[src/rtl/core/sorted_breakpoint_table_macros.svh]
// ----------------------------------------------------------------------------
// Sorted breakpoint table assertion macros
// Shared property shapes for the checks at the end of the top level.
// ----------------------------------------------------------------------------
`ifndef SORTED_BREAKPOINT_TABLE_MACROS_SVH
`define SORTED_BREAKPOINT_TABLE_MACROS_SVH

// Implication checked on every clock edge outside reset
`define SBT_ASSERT_IMP(lbl, ante, cons) \
    lbl: assert property (@(posedge clk) disable iff (!rst_n) (ante) |-> (cons)) \
        else $error("sorted_breakpoint_table: check failed");

// Invariant checked on every clock edge outside reset
`define SBT_ASSERT_ALWAYS(lbl, cond) \
    `SBT_ASSERT_IMP(lbl, 1'b1, cond)

`endif

[src/rtl/core/sbt_pkg.sv]
// ----------------------------------------------------------------------------
// Sorted breakpoint table package
// Command and status codes, and the control/flag groups of the cell row.
// ----------------------------------------------------------------------------
package sbt_pkg;

    localparam int CMD_W    = 2;
    localparam int STATUS_W = 3;

    typedef enum logic [CMD_W-1:0] {
        CMD_ADD    = 2'd0,
        CMD_CLEAR  = 2'd1,
        CMD_REWIND = 2'd2,
        CMD_NEXT   = 2'd3
    } cmd_t;

    typedef enum logic [STATUS_W-1:0] {
        ST_OK    = 3'd0,
        ST_DUP   = 3'd1,
        ST_FULL  = 3'd2,
        ST_EMPTY = 3'd3,
        ST_END   = 3'd4,
        ST_PAST  = 3'd5
    } status_t;

    // broadcast to every cell
    typedef struct packed {
        logic capture;   // latch compare result against the pending address
        logic insert;    // perform the ordered insert
    } cell_ctrl_t;

    // per-cell lookup flags
    typedef struct packed {
        logic eq;        // valid entry equals the address
        logic gt_cur;    // entry under the cursor is above the address
    } cell_flag_t;

endpackage

[src/rtl/core/sbt_cell.sv]
// ----------------------------------------------------------------------------
// Sorted breakpoint table cell
// Holds one entry; compares against the pending address and shifts up on insert.
// ----------------------------------------------------------------------------
module sbt_cell
    import sbt_pkg::*;
#(
    parameter int IDX       = 0,
    parameter int ADDR_BITS = 24,
    parameter int CW        = 9,
    parameter int IW        = 8
)
(
    input  logic                 clk,
    input  logic                 rst_n,
    input  cell_ctrl_t           ctrl,
    input  logic [ADDR_BITS-1:0] addr,
    input  logic [CW-1:0]        count,
    input  logic [IW-1:0]        rd_idx,
    input  logic [CW-1:0]        cur_idx,
    input  logic [ADDR_BITS-1:0] prev_val,
    input  logic                 prev_g,
    output logic [ADDR_BITS-1:0] val,
    output logic                 g,
    output cell_flag_t           flags,
    output logic [ADDR_BITS-1:0] rd_data
);

    logic [ADDR_BITS-1:0] val_reg;
    logic                 gt_reg;
    logic                 is_valid;
    logic                 at_end;
    logic                 gt_now;

    assign is_valid = (CW'(IDX) < count);
    assign at_end   = (CW'(IDX) == count);
    assign gt_now   = is_valid && (val_reg > addr);

    assign flags.eq     = is_valid && (val_reg == addr);
    assign flags.gt_cur = gt_now && (cur_idx == CW'(IDX));
    assign rd_data      = (rd_idx == IW'(IDX)) ? val_reg : '0;

    // first free slot counts as "above" so an append lands there
    assign g   = gt_reg || at_end;
    assign val = val_reg;

    always_ff @(posedge clk or negedge rst_n)
    begin
        if (!rst_n)
        begin
            gt_reg <= 1'b0;
        end
        else if (ctrl.capture)
        begin
            gt_reg <= gt_now;
        end
    end

    always_ff @(posedge clk)
    begin
        if (ctrl.insert && g)
        begin
            val_reg <= prev_g ? prev_val : addr;
        end
    end

endmodule

[config.mk]
export PLATFORM = sky130hd
export DESIGN_NAME = sbt_cell
export DESIGN_NICKNAME = d
export VERILOG_FILES = /design/src/rtl/core/sorted_breakpoint_table_macros.svh /design/src/rtl/core/sbt_pkg.sv /design/src/rtl/core/sbt_cell.sv
export SDC_FILE = /design/constraint.sdc
export NUM_CORES = 1
export LEC_CHECK = 0
export BUFFER_PORTS_ARGS = -buffer_cell sky130_fd_sc_hd__buf_2
export CAP_MARGIN = 40
export CORE_ASPECT_RATIO = 1.4
export CORE_MARGIN = 2
export CORE_UTILIZATION = 45
export DETAILED_ROUTE_END_ITERATION = 10
export GPL_ROUTABILITY_DRIVEN = 1
export GPL_TIMING_DRIVEN = 1
export PLACE_DENSITY_LB_ADDON = 0.12
export SYNTH_ARGS = -nofsm -noshare
export SYNTH_HDL_FRONTEND = slang
export SYNTH_SLANG_ARGS = --single-unit
[constraint.sdc]
create_clock -name clk -period 3.1 [get_ports clk]
set_input_delay 0 -clock clk [delete_from_list [all_inputs] [get_ports clk]]
set_output_delay 0 -clock clk [all_outputs]
set_load 0.05 [all_outputs]
# --- After elaboration in Yosys (flattened, before gate mapping) ---
# Cells that the tools add are included.
classes:
  n_lt_le_gt_ge: 2
  eq_ne: 1
  muxes: 2
  n_reduce_logical: 8
ops:
  columns: ["op", "n"]
  rows:
  - ["$mux W24", 2]
  - ["$eq A24 B24 Y1", 1]
  - ["$gt A24 B24 Y1", 1]
  - ["$logic_not A9 Y1", 2]
  - ["$lt A1 B9 Y1 const A", 1]
  - ["$logic_not A8 Y1", 1]
  - ["$logic_and A1 B1 Y1", 4]
  - ["$logic_or A1 B1 Y1", 1]
totals:
  elab_cells: 15
  inputBits: 79
  register_bits: 25
  output_inout_bits: 51

# --- Logic depth before layout (Yosys ltp) ---
# Gate-level depths: netlist of the first run.
logic_depth:
  ltp_word: 3
  ltp_mapped: 7
  mapped_depth_nobuf: 7

# --- Worst setup path after synthesis of the first run ---
# No wires, ideal clock.
synth_path:
  kind: "reg-to-output"
  from: "reg val_reg[23], in the netlist val[23]"
  to: "out flags[0] (netlist bit)"
  setup_slack_ns: 0.734
  stages_incl_launch_ff: 7
  arrival_ns: 2.366
  cell_sequence: "edfxtp_1 -> ha_1 -> nand4_1 -> nor4_1 -> o311a_1 -> nor3_1 -> nor2_1"
synth_rtl:
  columns: ["item", "line", "source"]
  rows:
  - ["start, declared", "sbt_cell.sv:29", "logic [ADDR_BITS-1:0] val_reg;"]
  - ["start signal, assigned", "sbt_cell.sv:63", "val_reg <= prev_g ? prev_val : addr;"]
  - ["end, declared", "sbt_cell.sv:25", "output cell_flag_t flags,"]

==> results of run 1 <==
[per-layer routing]
| layer | vias up | wire [µm] | track usage, % |
|---|---|---|---|
| met1 | 858 | 1803 | 20.61 |
| met5 | - | 0 | 0 |
| li1 | 996 | - | - |
| met3 | 2 | 282 | 2.738 |
| met2 | 73 | 2620 | 41.57 |
| met4 | 0 | 24 | 4.545 |
[cells by family (layout without fill, tap and decap cells)]
kind of cell / after synthesis / in the layout / synth area share (%)
buffers and inverters: 33 / 162 / 6.720
multiplexers: 1 / 1 / 0.5988
adder cells (fa/ha/maj): 24 / 24 / 15.97
flip-flops: 25 / 25 / 39.65
AND/OR/NAND/NOR: 83 / 83 / 23.82
AO/OA/AOI/OAI: 44 / 44 / 13.24
[power groups by stage]
| stage | combinational (µW) | sequential [µW] | clock [µW] |
|---|---|---|---|
| 3_5_place_dp | 273 | 423 | 0 |
| 4_1_cts | 276 | 415 | 197 |
| 2_1_floorplan | 108 | 489 | 0 |
| 5_1_grt | 301 | 418 | 210 |
| 3_3_place_gp | 269 | 423 | 0 |
| 6_report | 272 | 415 | 194 |
[synth_stat cells, drive strengths merged, types with 2 or more instances]
master	count
clkbuf	7
o21ai	27
a21oi	9
nand2	30
or4	3
nor3	4
ha	24
o2bb2ai	2
edfxtp	24
nor4	4
nand4	7
and2	24
nor2	7
inv	26
[tightest hold or removal path, stage by stage]
cell	delay, ns
sky130_fd_sc_hd__buf_2	0.07
sky130_fd_sc_hd__nand2_1	0.04
sky130_fd_sc_hd__o21ai_0	0.06
[through the flow]
step / instances / worst slack (ns) / power (µW) / util (%)
final: 382 / 0.8220 / 880.5 / 65.82
after global routing: 382 / 0.6926 / 929.0 / 65.82
after CTS: 382 / 0.8140 / 888.3 / 65.82
after detailed placement: 376 / 0.9466 / 695.4 / 64.19
after global placement: 376 / 0.9882 / 691.3 / 64.19
after floorplan: 210 / 0.7340 / 596.6 / -
[what timing repair did]
item	in CTS	in global routing
hold endpoints to repair	2	0
hold buffers	2	0
gates resized for setup	0	0
[worst paths after layout]
check / startpoint / end / depth (start not counted)
max in group asynchronous: rst_n / gt_reg$_DFFE_PN0P_ / 2
min in group asynchronous: rst_n / gt_reg$_DFFE_PN0P_ / 2
worst min-delay path: prev_val[10] / val[10]$_DFFE_PP_ / 3
worst max-delay path: val[5]$_DFFE_PP_ / flags[0] / 7
worst max register to register: val[5]$_DFFE_PP_ / gt_reg$_DFFE_PN0P_ / 6
worst min register to register: gt_reg$_DFFE_PN0P_ / gt_reg$_DFFE_PN0P_ / 1
[final cells by class]
class                      count  area (µm²)
fill                         377        1363
multi-input combinational    152        1008
sequential                    25       745.7
timing repair buffer         132       673.1
inverter                      26       97.59
tap                           43       53.80
clock buffer                   4       45.04
==> metrics.txt, run 1 <==
full die area=4720 µm²; post-synthesis cell type count=30; TritonCTS clock tree=yes; overall track demand over capacity in global routing=20.25%; maximum buffer depth of the clock tree=2; synthesized cell area=1881 µm²; Hold Crit Class=input pin to register; Starting Density=47.18%; flip-flop count of the largest register after layout=24; post-synthesis net count=313; run status=finished, violations left; most area-hungry cell type in the Yosys netlist=sky130_fd_sc_hd__edfxtp_1; critical path class=register to output pin; count of flip-flops with a built-in enable after synthesis=24; primary flip-flop cell chosen by synthesis mapping=sky130_fd_sc_hd__edfxtp_1; worst-path maximum fanout=3; Mapped Cells=210; # H-tree levels=1; total non-filler cell area in the finished layout=2624 µm²; fin crit period=2.278 ns; fraction of final layout cells sized beyond drive strength 1=40.41%; DRT iter0 DRCs=55; final weighted congestion of routability-driven global placement=0.7816; Worst Hold Margin=0.01107 ns; maximum clock frequency=0.4390 GHz; number of setup buffers added after CTS=0; number of nets with antenna violations after routing=0; cell breakdown of the critical path=ha_1 > a211oi_1 > nor2_1 > o311a_1 > nor3_1 > nor2_1 > buf_2; power density over cell area=335.6 nW/µm²; core box area=3986 µm²; Gate power share=30.9%; tightest slew margin relative to the limit=51.03%; most used cells in the layout excluding fill and tap cells=129 x sky130_fd_sc_hd__buf_2, 30 x sky130_fd_sc_hd__nand2_1, 27 x sky130_fd_sc_hd__o21ai_0, 26 x sky130_fd_sc_hd__inv_1; standard-cell row count=27; total wire length=4730 µm; share of the clock period used by the worst path=73.49%; synthesized area divided by synthesized cell count=8.955 µm²; iteration count of the initial detailed-routing pass=7; clock transition at the register clock pins on the worst setup and hold paths after CTS=0.09 ns; setup-violating endpoint count in the final report=0; latest clock arrival within the worst-skew pair=0.26 ns; sum of net half-perimeters after detailed placement=3933 µm; vias in the first global route=1820; number of buffers inserted during clock tree synthesis=3; Hold Violations, Final=0; Area after DPL=2559 µm²; clock skew=0.003774 ns; number of synthesized register bits=25; Avg Vias per Cell=5.050; buffers plus inverters on the worst setup path=1; flop-to-flop setup slack=1.15 ns; root buf cell=sky130_fd_sc_hd__clkbuf_8; number of ports placed on the die boundary=130; signal arrival time at the worst endpoint=2.28 ns; number of antenna repair diodes=0; actual slew at the worst max-slew pin=0.7338 ns; Async SR Flop Fraction=4.000%; Die Y-Extent=80.49 µm; average wire length per cell after detail routing=12.38 µm; cells taking the most area after synthesis=sky130_fd_sc_hd__edfxtp_1 38%, sky130_fd_sc_hd__ha_1 16%, sky130_fd_sc_hd__and2_1 8.0%, sky130_fd_sc_hd__o21ai_0 7.2%, sky130_fd_sc_hd__nand2_1 6.0%; sequential-to-total area share from yosys stat=39.65%; cell class contributing the biggest share of worst-path delay=compound AO/OA/AOI/OAI gates; internal cell power=591.2 µW; overall via count from detail_route=1929; most common library cell in the layout ignoring fill and taps=sky130_fd_sc_hd__buf_2; IR drop worst, VDD=0.2320 mV; violations in the final reports=design-rule violations; maximum number of pins on one net before global-route repair=48; YS warnings=0; number of antenna violations at the first check in global routing=0; total of max-cap violations=0; summed negative setup slack over all endpoints=0 ns; switching power=289.3 µW; count of unresolved DRC violations after routing=6; final global-route overflow total=0; RSZ-0062 raised after global routing=false; cell at the slowest stage of the critical path=sky130_fd_sc_hd__edfxtp_1; number of sinks driven by the clock tree=25; proportion of power drawn by flip-flops and latches=47.1%; count of buffers from port buffering=129; area fraction of the dominant cell type after synthesis=38.32%; share of total power in the clock network=22.0%; largest incremental delay on the critical path=0.43 ns; pins over their slew limit=0; wire length of the first global-routing pass=7362 µm; Area growth, synth to finish=39.52%; startpoint type of the worst setup path=register; most frequent cell on the critical path=sky130_fd_sc_hd__nor2_1; Critical Path Sink Type=output pin; Layout Nets=443; critical path required time=3.10 ns; Leakage Power=0.001405 µW; Die X=58.64 µm; switching share of power=32.86%
Note: power is estimated with default switching activity, not from simulation.
==> run 2, diff against run 1 <==
--- a/config.mk
+++ b/config.mk
@@ -9,7 +9,7 @@
 export CAP_MARGIN = 40
 export CORE_ASPECT_RATIO = 1.4
 export CORE_MARGIN = 2
-export CORE_UTILIZATION = 45
+export CORE_UTILIZATION = 42
 export DETAILED_ROUTE_END_ITERATION = 10
 export GPL_ROUTABILITY_DRIVEN = 1
 export GPL_TIMING_DRIVEN = 1
==> constraint.sdc (replaced) <==
create_clock -name clk -period 2.35 [get_ports clk]
set_input_delay 0 -clock clk [delete_from_list [all_inputs] [get_ports clk]]
set_output_delay 0 -clock clk [all_outputs]
set_load 0.05 [all_outputs]
==> run 2 against run 1 <==
- the flow now finishes without violations
- design area up 2.9%
- via count shrank 0.83%
- critical endpoint unchanged
- largest power group unchanged
- flip-flop and latch count unchanged
==> metrics.txt, run 2 (same netlist as run 1, synthesis figures left out) <==
FF-to-FF Start=val[5]$_DFFE_PP_; number of ports placed on the die boundary=130 (unchanged); timing endpoint of the critical path=flags[0]; actual slew at the worst max-slew pin=0.4561 ns (-0.2777 ns); IR drop worst, VDD=0.2396 mV (+3.3%); fraction of final layout cells sized beyond drive strength 1=41.98% (+1.6 points); summed negative setup slack over all endpoints=0 ns (unchanged); maximum number of pins on one net before global-route repair=25 (-48%); core box area=4274 µm² (+7.2%); overall via count from detail_route=1913 (-0.83%); run status=complete, no violations; Area growth, synth to finish=43.58%; final global-route overflow total=0 (unchanged); end of the worst register-to-register path=gt_reg$_DFFE_PN0P_; maximum clock frequency=0.4530 GHz; number of sinks driven by the clock tree=25 (unchanged); Starting Density=44.00% (-3.2 points); Pwr Total=1174 µW (+33%); sum of net half-perimeters after detailed placement=4057 µm (+3.2%); critical path class=register to output pin; TritonCTS clock tree=yes; vias in the first global route=1839 (+1.0%); Area after DPL=2597 µm² (+1.5%); Hold Crit Class=input pin to register; DRT iter0 DRCs=49 (-11%); cell count of the worst reg-to-reg path=6 (unchanged); most used cells in the layout excluding fill and tap cells=128 x sky130_fd_sc_hd__buf_2, 30 x sky130_fd_sc_hd__nand2_1, 27 x sky130_fd_sc_hd__o21ai_0, 26 x sky130_fd_sc_hd__inv_1; number of buffers inserted during clock tree synthesis=3 (unchanged); Layout Nets=447 (+0.90%); Worst Setup SP=val[5]$_DFFE_PP_; Leakage Power=0.001424 µW (+1.3%); total of max-cap violations=0 (unchanged); Finished Layout Cells=403 (+5.5%); root buf cell=sky130_fd_sc_hd__clkbuf_8; Critical Path Sink Type=output pin; clock transition at the register clock pins on the worst setup and hold paths after CTS=0.09 ns (about the same); clock skew=0.005668 ns (+0.001894 ns); area of the multi-input gates=1028 µm² (+2.0%); number of antenna violations at the first check in global routing=0 (unchanged); critical path required time=2.35 ns (-0.75 ns); power density over cell area=434.8 nW/µm² (+30%); final weighted congestion of routability-driven global placement=0.7680 (-1.7%); full die area=5036 µm² (+6.7%); fin crit period=2.207 ns; fill count=408 (+8.2%); number of nets with antenna violations after routing=0 (unchanged); flip-flop count of the largest register after layout=24 (unchanged); maximum buffer depth of the clock tree=2 (unchanged); tightest slew margin relative to the limit=69.56% (+19 points); latest clock arrival within the worst-skew pair=0.27 ns (about the same); total non-filler cell area in the finished layout=2700 µm² (+2.9%); startpoint type of the worst setup path=register; most common library cell in the layout ignoring fill and taps=sky130_fd_sc_hd__buf_2; share of the clock period used by the worst path=93.93%; total wire length=4928 µm (+4.2%); flop-to-flop setup slack=0.47 ns (-0.68 ns); worst-path maximum fanout=3 (unchanged); overall track demand over capacity in global routing=20.02% (-0.23 points); count of unresolved DRC violations after routing=0 (-6); iteration count of the initial detailed-routing pass=4 (-3); signal arrival time at the worst endpoint=2.21 ns (-0.07 ns); count of buffers from port buffering=129 (unchanged); setup-violating endpoint count in the final report=0 (unchanged); Die X=60.55 µm (+3.3%); Avg Vias per Cell=4.747 (-6.0%); standard-cell row count=28 (+3.7%); # H-tree levels=1 (unchanged); register area=745.7 µm² (unchanged); number of antenna repair diodes=0 (unchanged); pins over their slew limit=0 (unchanged); average wire length per cell after detail routing=12.23 µm (-1.2%); number of placed instances, taps included=395 (+5.1%); RSZ-0062 raised after global routing=false; Die Y-Extent=83.18 µm (+3.3%); Hold Violations, Final=0 (unchanged); core occupancy in the finished layout=63.17% (-2.6 points); wire length of the first global-routing pass=7900 µm (+7.3%)
[run 2: worst min-delay path by stage]
| stage | from | end | slack [ns] | depth (start not counted) |
|---|---|---|---|---|
| finish | prev_val[22] | val[22]$_DFFE_PP_ | 0.004 | 3 |
| global route | prev_val[7] | val[7]$_DFFE_PP_ | 0.008 | 3 |
| CTS | prev_val[22] | val[22]$_DFFE_PP_ | 0.002 | 3 |
| detailed placement | rst_n | gt_reg$_DFFE_PN0P_ | -0.22 | 1 |
| global placement | rst_n | gt_reg$_DFFE_PN0P_ | -0.23 | 1 |
| floorplan | rst_n | gt_reg$_DFFE_PN0P_ | -0.30 | 0 |
[run 2: metal layers]
metal  routed length [µm]  track usage, %
met5                    0               0
met4                   32           4.150
met3                  221           1.869
met2                 2591           37.94
met1                 2081           23.20
[run 2: final cells by class]
| type | instances | area share, % |
|---|---|---|
| flip-flops and latches | 25 | 27.62 |
| repair buffers | 136 | 26.23 |
| well taps | 60 | 2.780 |
| inverters | 26 | 3.614 |
| clock buffers | 4 | 1.668 |
| multi-input cells | 152 | 38.09 |
[run 2: stage by stage]
step / hold slack [ns] / setup slack (ns)
after global placement: -0.2251 / 0.3295
after detailed placement: -0.2233 / 0.2927
after floorplan: -0.2956 / 0.03139
after CTS: 0.002338 / 0.004753
after global routing: 0.007671 / 0.01161
final: 0.004065 / 0.1426
[run 2: report_power, final]
part / total (µW) / internal, µW / switching, µW
clock: 259 / 121 / 137
combinational: 367 / 135 / 232
sequential: 549 / 529 / 19.4
[run 2: worst max-delay path: stages, from the launching register on]
cell	delay (ns)
sky130_fd_sc_hd__edfxtp_1	0.42
sky130_fd_sc_hd__ha_1	0.32
sky130_fd_sc_hd__a211oi_1	0.28
sky130_fd_sc_hd__nor2_1	0.09
sky130_fd_sc_hd__o311a_1	0.37
sky130_fd_sc_hd__nor3_2	0.18
sky130_fd_sc_hd__nor2_2	0.06
sky130_fd_sc_hd__clkbuf_4	0.21
[run 2: repair_timing]
action                                  CTS  global route
cloned                                    0             0
hold endpoints to repair                  3             0
resized for setup                         1             3
setup buffers                             0             1
endpoints found under the setup margin    1             2
hold buffers                              3             0
pin swaps                                 0             2
==> run 3, diff against run 2 <==
--- a/config.mk
+++ b/config.mk
@@ -9,7 +9,8 @@
 export CAP_MARGIN = 40
 export CORE_ASPECT_RATIO = 1.4
 export CORE_MARGIN = 2
-export CORE_UTILIZATION = 42
+export CORE_UTILIZATION = 43
+export CTS_BUF_LIST = sky130_fd_sc_hd__clkbuf_4 sky130_fd_sc_hd__clkbuf_8
 export DETAILED_ROUTE_END_ITERATION = 10
 export GPL_ROUTABILITY_DRIVEN = 1
 export GPL_TIMING_DRIVEN = 1
==> run 3 against run 2 <==
- die area decreased by 2.2%
- utilization increased by 1.0 points
- clock skew decreased by 0.0026 ns
- maximum frequency decreased by 0.46%
- design area about the same
- via count increased by 0.78%
- worst setup slack got worse by 0.010 ns
- first-iteration DRC count increased by 2.0%
- total power increased by 1.2%
- cell count decreased by 3.5%
- count of clock-buffer cells in the layout unchanged
- critical path type unchanged
- critical endpoint unchanged
- largest cell class unchanged
==> metrics.txt, run 3 (same netlist as run 1, synthesis figures left out) <==
run status=complete, no violations; overall track demand over capacity in global routing=19.85% (-0.17 points); maximum number of pins on one net before global-route repair=25 (unchanged); critical path required time=2.35 ns (about the same); RSZ-0062 raised after global routing=false; pre-CTS setup slack=0.3398 ns (+0.04711 ns); full die area=4926 µm² (-2.2%); Die X=59.89 µm (-1.1%); core box area=4204 µm² (-1.6%); signal arrival time at the worst endpoint=2.22 ns (about the same); power density over cell area=440.2 nW/µm² (+1.3%); vias in the first global route=1783 (-3.0%); iteration count of the initial detailed-routing pass=4 (unchanged); root buf cell=sky130_fd_sc_hd__clkbuf_8; total non-filler cell area in the finished layout=2699 µm² (about the same); flop-to-flop setup slack=0.48 ns (about the same); most used cells in the layout excluding fill and tap cells=128 x sky130_fd_sc_hd__buf_2, 30 x sky130_fd_sc_hd__nand2_1, 27 x sky130_fd_sc_hd__o21ai_0, 26 x sky130_fd_sc_hd__inv_1; internal cell power=796.9 µW (+1.5%); Starting Density=44.73% (+0.73 points); latest clock arrival within the worst-skew pair=0.27 ns (about the same); switching power=391.2 µW (+0.59%); total of max-cap violations=0 (unchanged); # H-tree levels=1 (unchanged); summed negative setup slack over all endpoints=0 ns (unchanged); maximum buffer depth of the clock tree=2 (unchanged); largest incremental delay on the critical path=0.42 ns (about the same); worst-path maximum fanout=3 (unchanged); average wire length per cell after detail routing=12.68 µm (+3.7%); count of buffers from port buffering=129 (unchanged); number of nets with antenna violations after routing=0 (unchanged); critical path class=register to output pin; Die Y-Extent=82.25 µm (-1.1%); startpoint type of the worst setup path=register; tightest slew margin relative to the limit=69.21% (-0.35 points); count of unresolved DRC violations after routing=0 (unchanged); fraction of final layout cells sized beyond drive strength 1=42.73% (+0.75 points); wire length of the first global-routing pass=7486 µm (-5.2%); number of ports placed on the die boundary=130 (unchanged); flip-flop count of the largest register after layout=24 (unchanged); overall via count from detail_route=1928 (+0.78%); Hold Crit Class=input pin to register; setup-violating endpoint count in the final report=0 (unchanged); clock transition at the register clock pins on the worst setup and hold paths after CTS=0.09 ns (about the same); proportion of power drawn by flip-flops and latches=46.1% (-0.6 points); share of total power in the clock network=22.9% (+0.9 points); standard-cell row count=28 (unchanged); Worst Hold Margin=0.004599 ns (+0.0005341 ns); share of the clock period used by the worst path=94.37% (+0.44 points); Area growth, synth to finish=43.51% (about the same); final weighted congestion of routability-driven global placement=0.8069 (+5.1%); Leakage Power=0.001446 µW (+1.5%); Gate power share=31.0% (-0.3 points); PnR worst setup slack=0.1323 ns (-0.01028 ns); cell breakdown of the critical path=ha_1 > nand4_1 > nor4_2 > o311a_1 > nor3_2 > nor2_2 > buf_2; buffers plus inverters on the worst setup path=1 (unchanged); Hold Violations, Final=0 (unchanged); switching share of power=32.93% (-0.20 points); number of sinks driven by the clock tree=25 (unchanged); most common library cell in the layout ignoring fill and taps=sky130_fd_sc_hd__buf_2; Pwr Total=1188 µW (+1.2%); number of buffers inserted during clock tree synthesis=3 (unchanged); number of antenna violations at the first check in global routing=0 (unchanged); maximum clock frequency=0.4509 GHz (-0.46%); Avg Vias per Cell=4.956 (+4.4%); number of antenna repair diodes=0 (unchanged); total wire length=4931 µm (about the same); actual slew at the worst max-slew pin=0.4614 ns (+0.005314 ns); cell at the slowest stage of the critical path=sky130_fd_sc_hd__edfxtp_1; pins over their slew limit=0 (unchanged); sum of net half-perimeters after detailed placement=3953 µm (-2.6%); Critical Path Sink Type=output pin; cell class contributing the biggest share of worst-path delay=simple AND/OR/NAND/NOR gates; TritonCTS clock tree=yes; final global-route overflow total=0 (unchanged); Layout Nets=448 (+0.22%); fin crit period=2.218 ns (+0.01028 ns); clock skew=0.003072 ns (-0.002596 ns); Area after DPL=2579 µm² (-0.72%); IR drop worst, VDD=0.2688 mV (+12%); DRT iter0 DRCs=50 (+2.0%)
[run 3: worst paths after layout]
path,from,endpoint,cells after the start
max reg2reg,val[19]$_DFFE_PP_,gt_reg$_DFFE_PN0P_,7
max,val[19]$_DFFE_PP_,flags[0],7
min reg2reg,gt_reg$_DFFE_PN0P_,gt_reg$_DFFE_PN0P_,1
min in group asynchronous,rst_n,gt_reg$_DFFE_PN0P_,2
max in group asynchronous,rst_n,gt_reg$_DFFE_PN0P_,2
min,prev_val[14],val[14]$_DFFE_PP_,3
[run 3: routing by layer]
layer  track usage [%]  part of all wire [%]
met1             22.41                    39
met2             37.93                    54
met3             2.648                   5.9
met4             5.333                  0.75
met5                 0                     0
[run 3: layout make-up]
| class | instances | area, µm² |
|---|---|---|
| flip-flops and latches | 25 | 745.7 |
| inverters | 26 | 97.59 |
| clock buffers | 4 | 48.80 |
| multi-input cells | 152 | 1037 |
| repair buffers | 137 | 713.2 |
| fillers | 377 | 1505 |
| well taps | 45 | 56.30 |
[run 3: metrics by stage]
step | utilization [%] | std cells
floorplan | - | 210
global placement | 61.34 | 380
detailed placement | 61.34 | 380
CTS | 62.98 | 386
global route | 64.20 | 389
finish | 64.20 | 389
[run 3: worst register-to-register path: stages, from the launching register on]
cell	delay (ns)
sky130_fd_sc_hd__edfxtp_1	0.42
sky130_fd_sc_hd__ha_1	0.33
sky130_fd_sc_hd__nand4_1	0.21
sky130_fd_sc_hd__buf_4	0.16
sky130_fd_sc_hd__nor3_1	0.04
sky130_fd_sc_hd__a211o_1	0.27
sky130_fd_sc_hd__nor3_2	0.23
sky130_fd_sc_hd__o2bb2ai_1	0.10
[run 3: timing repair]
| action | CTS | global route |
|---|---|---|
| gates resized for setup | 0 | 6 |
| endpoints found under the setup margin | 0 | 2 |
| hold buffers | 2 | 0 |
| buffers inserted | 0 | 3 |
| hold endpoints to repair | 2 | 0 |
[run 3: power by group through the flow]
stage | logic (µW) | clock network (µW) | registers, µW
CTS | 364 | 278 | 548
floorplan | 143 | 0 | 645
detailed placement | 359 | 0 | 558
global route | 409 | 296 | 552
finish | 369 | 272 | 547
global placement | 356 | 0 | 556
